==> src/design/lps_pkg.sv <==
// Shared widths, codes, control word layout and microprogram of the prime sieve.
package lps_pkg;

  localparam int VALUE_W = 18;
  localparam int COUNT_W = 16;
  localparam int LIMIT_W = 19;

  localparam logic [LIMIT_W-1:0] LIMIT_RESET = 19'd250010;
  localparam logic [COUNT_W-1:0] COUNT_MAX = 16'hFFFF;
  localparam int FIRST_VALUE = 2;

  localparam int MAX_LIMIT_DEF = 262144;
  localparam int PRIME_SLOTS_DEF = 32768;

  // Microprogram addresses.
  typedef enum logic [3:0] {
    S_IDLE      = 4'd0,
    S_RSTCHK    = 4'd1,
    S_CLR_INIT  = 4'd2,
    S_CLR       = 4'd3,
    S_POST_CLR  = 4'd4,
    S_CHECK     = 4'd5,
    S_PRIME     = 4'd6,
    S_WALK      = 4'd7,
    S_MUL       = 4'd8,
    S_CMP       = 4'd9,
    S_MARK      = 4'd10,
    S_MOD       = 4'd11,
    S_DIVCHK    = 4'd12,
    S_FINISH    = 4'd13,
    S_DONE_OUT  = 4'd14
  } lps_step_t;

  // Jump conditions.
  typedef enum logic [3:0] {
    C_ALWAYS      = 4'd0,
    C_ACCEPT      = 4'd1,
    C_NOT_RESTART = 4'd2,
    C_CLR_LAST    = 4'd3,
    C_NO_ITEM     = 4'd4,
    C_DONE        = 4'd5,
    C_WALK_END    = 4'd6,
    C_PROD_GE     = 4'd7,
    C_MOD_LAST    = 4'd8,
    C_NOT_DIVIDES = 4'd9,
    C_OUT_FREE    = 4'd10
  } lps_cond_t;

  // Datapath operations of one step.
  typedef struct packed {
    logic req_rdy;
    logic clr_init;
    logic clr_wr;
    logic prime_upd;
    logic mul;
    logic mark;
    logic mod_step;
    logic j_inc;
    logic out_res;
    logic out_done;
  } lps_ctrl_t;

  // Datapath status seen by the sequencer.
  typedef struct packed {
    logic accept;
    logic restart;
    logic clr_last;
    logic item_live;
    logic done;
    logic walk_end;
    logic prod_ge;
    logic mod_last;
    logic divides;
    logic out_free;
  } lps_stat_t;

  typedef struct packed {
    lps_ctrl_t ops;
    lps_cond_t cond;
    logic      stay;
    lps_step_t target;
  } lps_uword_t;

  // Control store. A step jumps to target when its condition holds, otherwise it
  // either waits in place or moves on to the following address.
  function automatic lps_uword_t ucode(lps_step_t s);
    lps_uword_t w;
    w = '0;
    w.cond = C_ALWAYS;
    w.target = S_IDLE;
    case (s)
      S_IDLE: begin
        w.ops.req_rdy = 1'b1;
        w.cond = C_ACCEPT;
        w.stay = 1'b1;
        w.target = S_RSTCHK;
      end
      S_RSTCHK: begin
        w.cond = C_NOT_RESTART;
        w.target = S_CHECK;
      end
      S_CLR_INIT: begin
        w.ops.clr_init = 1'b1;
        w.cond = C_NOT_RESTART;
        w.target = S_CLR;
      end
      S_CLR: begin
        w.ops.clr_wr = 1'b1;
        w.cond = C_CLR_LAST;
        w.stay = 1'b1;
        w.target = S_POST_CLR;
      end
      S_POST_CLR: begin
        w.cond = C_NO_ITEM;
        w.target = S_IDLE;
      end
      S_CHECK: begin
        w.cond = C_DONE;
        w.target = S_DONE_OUT;
      end
      S_PRIME: begin
        w.ops.prime_upd = 1'b1;
        w.cond = C_WALK_END;
        w.target = S_WALK;
      end
      S_WALK: begin
        w.cond = C_WALK_END;
        w.target = S_FINISH;
      end
      S_MUL: begin
        w.ops.mul = 1'b1;
        w.cond = C_ALWAYS;
        w.target = S_CMP;
      end
      S_CMP: begin
        w.cond = C_PROD_GE;
        w.target = S_FINISH;
      end
      S_MARK: begin
        w.ops.mark = 1'b1;
        w.cond = C_ALWAYS;
        w.target = S_MOD;
      end
      S_MOD: begin
        w.ops.mod_step = 1'b1;
        w.cond = C_MOD_LAST;
        w.stay = 1'b1;
        w.target = S_DIVCHK;
      end
      S_DIVCHK: begin
        w.ops.j_inc = 1'b1;
        w.cond = C_NOT_DIVIDES;
        w.target = S_WALK;
      end
      S_FINISH: begin
        w.ops.out_res = 1'b1;
        w.cond = C_OUT_FREE;
        w.stay = 1'b1;
        w.target = S_IDLE;
      end
      S_DONE_OUT: begin
        w.ops.out_done = 1'b1;
        w.cond = C_OUT_FREE;
        w.stay = 1'b1;
        w.target = S_IDLE;
      end
      default: begin
        w.cond = C_ALWAYS;
        w.target = S_IDLE;
      end
    endcase
    return w;
  endfunction

endpackage

==> src/design/lps_seq.sv <==
// Microcoded sequencer: step register, control store lookup and jump logic.
module lps_seq import lps_pkg::*; (
  input  logic      clk,
  input  logic      rst,
  input  lps_stat_t stat,
  output lps_ctrl_t ctrl
);

  lps_step_t  pc;
  lps_step_t  pc_next;
  lps_uword_t uw;
  logic       hit;

  assign uw = ucode(pc);

  always_comb begin
    case (uw.cond)
      C_ALWAYS:      hit = 1'b1;
      C_ACCEPT:      hit = stat.accept;
      C_NOT_RESTART: hit = !stat.restart;
      C_CLR_LAST:    hit = stat.clr_last;
      C_NO_ITEM:     hit = !stat.item_live;
      C_DONE:        hit = stat.done;
      C_WALK_END:    hit = stat.walk_end;
      C_PROD_GE:     hit = stat.prod_ge;
      C_MOD_LAST:    hit = stat.mod_last;
      C_NOT_DIVIDES: hit = !stat.divides;
      C_OUT_FREE:    hit = stat.out_free;
      default:       hit = 1'b0;
    endcase
  end

  always_comb begin
    if (hit) begin
      pc_next = uw.target;
    end else if (uw.stay) begin
      pc_next = pc;
    end else begin
      pc_next = lps_step_t'(4'(pc) + 4'd1);
    end
  end

  always_comb begin
    ctrl = uw.ops;
  end

  // Reset enters the clearing pass of the composite map.
  always_ff @(posedge clk) begin
    if (rst) begin
      pc <= S_CLR_INIT;
    end else begin
      pc <= pc_next;
    end
  end

endmodule

==> config.mk <==
export PLATFORM = sky130hd
export DESIGN_NAME = lps_seq
export DESIGN_NICKNAME = d
export VERILOG_FILES = /design/src/design/lps_pkg.sv /design/src/design/lps_seq.sv
export SDC_FILE = /design/constraint.sdc
export NUM_CORES = 1
export LEC_CHECK = 0
export ABC_AREA = 1
export BUFFER_PORTS_ARGS = -buffer_cell sky130_fd_sc_hd__buf_2
export CAP_MARGIN = 20
export CORE_AREA = 2 2 43 45
export DETAILED_ROUTE_END_ITERATION = 10
export DIE_AREA = 0 0 45 47
export PLACE_DENSITY_LB_ADDON = 0.3
export SLEW_MARGIN = 25
export SYNTH_ARGS = -nofsm -noshare
export SYNTH_HDL_FRONTEND = slang
export SYNTH_SLANG_ARGS = --single-unit
==> constraint.sdc <==
create_clock -name clk -period 4.75 [get_ports clk]
set_input_delay 0.2375 -clock clk [delete_from_list [all_inputs] [get_ports clk]]
set_output_delay 0.2375 -clock clk [all_outputs]
set_load 0.01 [all_outputs]
==> results.cfg <==
[worst_setup_path]
worst-r2r-setup-slack_ps = 2560
start_kind = register
rr_endpoint = pc[3]$_SDFFE_PP0P_
cp_top_family = simple AND/OR/NAND/NOR gates
slowest_delay_ps = 670
worst_path_most_repeated_cell = nand2_1
required_ps = 4870
worstPathCellList = nand3_1 -> nand3_1 -> nor2_4 -> nand2_1 -> inv_1 -> nand2_2 -> nand2_1 -> nor2_2 -> nand2_2 -> nand2_1 -> nand2_1 -> nor2_1 -> nor2_1
cp_slowest_cell = dfxtp_1
critPathBufInv = 1
cp_max_fo = 14
critPathArrivalTime_ps = 2310
worstReg2RegStart = pc[2]$_SDFFE_PP0P_
end_kind = register
r2r_cells = 13
critPathKind = reg -> reg

[timing]
tightest_slew_ps = 560
setup_violations = 0
timing.slew.headroom_pct = 62.6
rsz0062_at_grt = no
fin_skew_ps = 11.9
hold_viol = 0
worst_slack_ps = 2560
finalCritPeriodShare_pct = 46.1
setup_tns_ps = 0
slew_viol_final = 0
max_freq_mhz = 457
period_needed_ps = 2190

[synthesis]
ys_seq_area_share_pct = 9.16
ys_types = 23
yosysMostFrequentCell = nand2_1
ys_warn_count = 0
synth_common_cells = nand2_1 (37), nand3_1 (24), inv_1 (23), nor2_1 (16), nand2_2 (10)
syn-instance-count = 156
synth-seq-cells = 4
syn-num-nets = 172
synthTopCellsByArea = nand2_1 (16%), nand3_1 (14%), inv_1 (9.9%)
synth-edff-count = 0
ys.flop_type = dfxtp_1
syn_area_sq_um = 875
yosys.area.top_type = nand2_1
synthDominantCellAreaShare_pct = 15.9
async_flop_share_pct = 0
avgSynthCellArea_sq_um = 5.61

[drt]
wl_per_cell_microns = 11.5
drc = 0
wl_mm = 2.25
via_per_inst = 5.49
drt-pass1-iter-count = 4
drt_iter0_drc = 46
vias = 1070
ant_nets = 0

[power]
ir_drop_mv = 0.419
p_leak_nw = 0.690
p_per_area_mw_per_mm2 = 659
finalPower_uw = 660

[cells_and_area]
postLayoutCellArea_sq_mm = 0.00100
top_register = pc
drive_gt1_share_pct = 29.2
reg_top3 = pc: 4 flops
largest_register_ffs = 4
synthToLayoutAreaGrowth_pct = 14.4
final_nets = 196
n_antenna_cell = 0

[clocking]
clk-insertion-delay-late_ps = 240
hold_buffers = 0
root_buffer = clkbuf_4
h-tree-depth = 1
cts_tree = yes
cts_resized = 0
cts_buffers = 3
cts_setup_buffers = 0
cts.path.max_buffers = 2
clk_pin_slew_ps = 50
numClockSinks = 4

[global_routing]
grt_max_degree = 15
grt_first_pass_wirelength_mm = 3.88
antenna_found_initial = 0
grt_pass1_vias = 949
grt.total_usage_pct = 24.2
overflow = 0

[placed_design]
hpwl_mm = 1.83
numPortBuffers = 21
dpl_cell_area_sq_um = 978
gp_congestion = 0.932
place_ws_ps = 2600

[floorplan]
start_util_pct = 53.0
core_area_sq_mm = 0.00165
die_w_microns = 45
fp.dieH_microns = 47
design.die.area_sq_mm = 0.00212
row_count = 15
ios = 22

[hold_path]
min-delay-path-class = in -> reg
hold_path_end = pc[1]$_SDFFE_PP1P_
min_from = rst
min_delay_path_depth = 3

[outcome]
status = completed

[run]
drv_cap = 0
## layout make-up
type	count	area, sq um
Clock buffer	3	22.5
Fill cell	166	651
Inverter	29	110
Multi-Input combinational cell	121	662
Sequential cell	4	80.1
Tap cell	17	21.3
Timing Repair Buffer	21	105
## worst max path at each step
stage,start,endpoint,slack (ps),cells after the start
2_1_floorplan,pc[1]$_SDFFE_PP1P_,pc[2]$_SDFFE_PP0P_,2850,14
3_3_place_gp,pc[2]$_SDFFE_PP0P_,pc[1]$_SDFFE_PP1P_,2620,11
3_5_place_dp,pc[0]$_SDFFE_PP0P_,pc[3]$_SDFFE_PP0P_,2600,14
4_1_cts,pc[2]$_SDFFE_PP0P_,pc[1]$_SDFFE_PP1P_,2590,11
5_1_grt,pc[2]$_SDFFE_PP0P_,pc[3]$_SDFFE_PP0P_,2340,13
6_report,pc[2]$_SDFFE_PP0P_,pc[3]$_SDFFE_PP0P_,2560,13
## worst reg2reg max path, stage by stage, from the launching register on
cell and delay, ps:
dfxtp_1 670, nand3_1 370, nand3_1 240, nor2_4 70, nand2_1 90, inv_1 50
nand2_2 70, nand2_1 60, nor2_2 100, nand2_2 90, nand2_1 70, nand2_1 50
nor2_1 80, nor2_1 40
## logic make-up after synthesis
logic type / count (synthesis) / share of synthesized area, %
AND/OR/NAND/NOR: 106 / 61.9
buffers and inverters: 31 / 15.2
AO/OA/AOI/OAI: 8 / 5.01
adder cells (fa/ha/maj): 4 / 5.72
flip-flops: 4 / 9.16
XOR/XNOR: 3 / 3.00
## cells in the final DEF, fill, tap and decap left out
cell | synthesis | layout
nor2_4 | 4 | 4
ha_1 | 4 | 4
nand2_1 | 37 | 37
inv_1 | 23 | 23
clkbuf_4 | 0 | 3
nand3_1 | 24 | 24
nand2_2 | 10 | 10
nand3b_1 | 1 | 1
a21oi_1 | 1 | 1
nor2_2 | 4 | 4
nor3_1 | 2 | 2
dfxtp_1 | 4 | 4
xor2_1 | 3 | 3
o2111ai_1 | 1 | 1
clkinv_2 | 1 | 1
nand4_1 | 3 | 3
o21ai_0 | 4 | 4
inv_2 | 5 | 5
nor2_1 | 16 | 16
o21ai_1 | 2 | 2
nand3_4 | 1 | 1
buf_2 | 0 | 21
nand3_2 | 3 | 3
nor4_1 | 1 | 1
## per-stage QoR
stage / hold slack (ps) / std cells / utilization (%)
2_1_floorplan: 379 / 156 / -
3_3_place_gp: 485 / 192 / 59.2
3_5_place_dp: 488 / 192 / 59.2
4_1_cts: 252 / 195 / 60.6
5_1_grt: 279 / 195 / 60.6
6_report: 251 / 195 / 60.6
## power by group
group | switching (mW) | leakage [nW] | internal, mW | total (mW)
combinational | 0.352 | 0.643 | 0.187 | 0.539
sequential | 0.0289 | 0.0332 | 0.0474 | 0.0764
clock | 0.0156 | 0.0138 | 0.0284 | 0.0440
## per-layer routing
metal	up-vias	track usage (%)	part of all wire [%]
met3	5	2.69	8.1
met1	472	31.4	41
met2	51	42.6	49
met4	0	6.47	0.85
li1	542	-	-
met5	-	0	0
No activity file was read; power rests on OpenSTA's default activity.
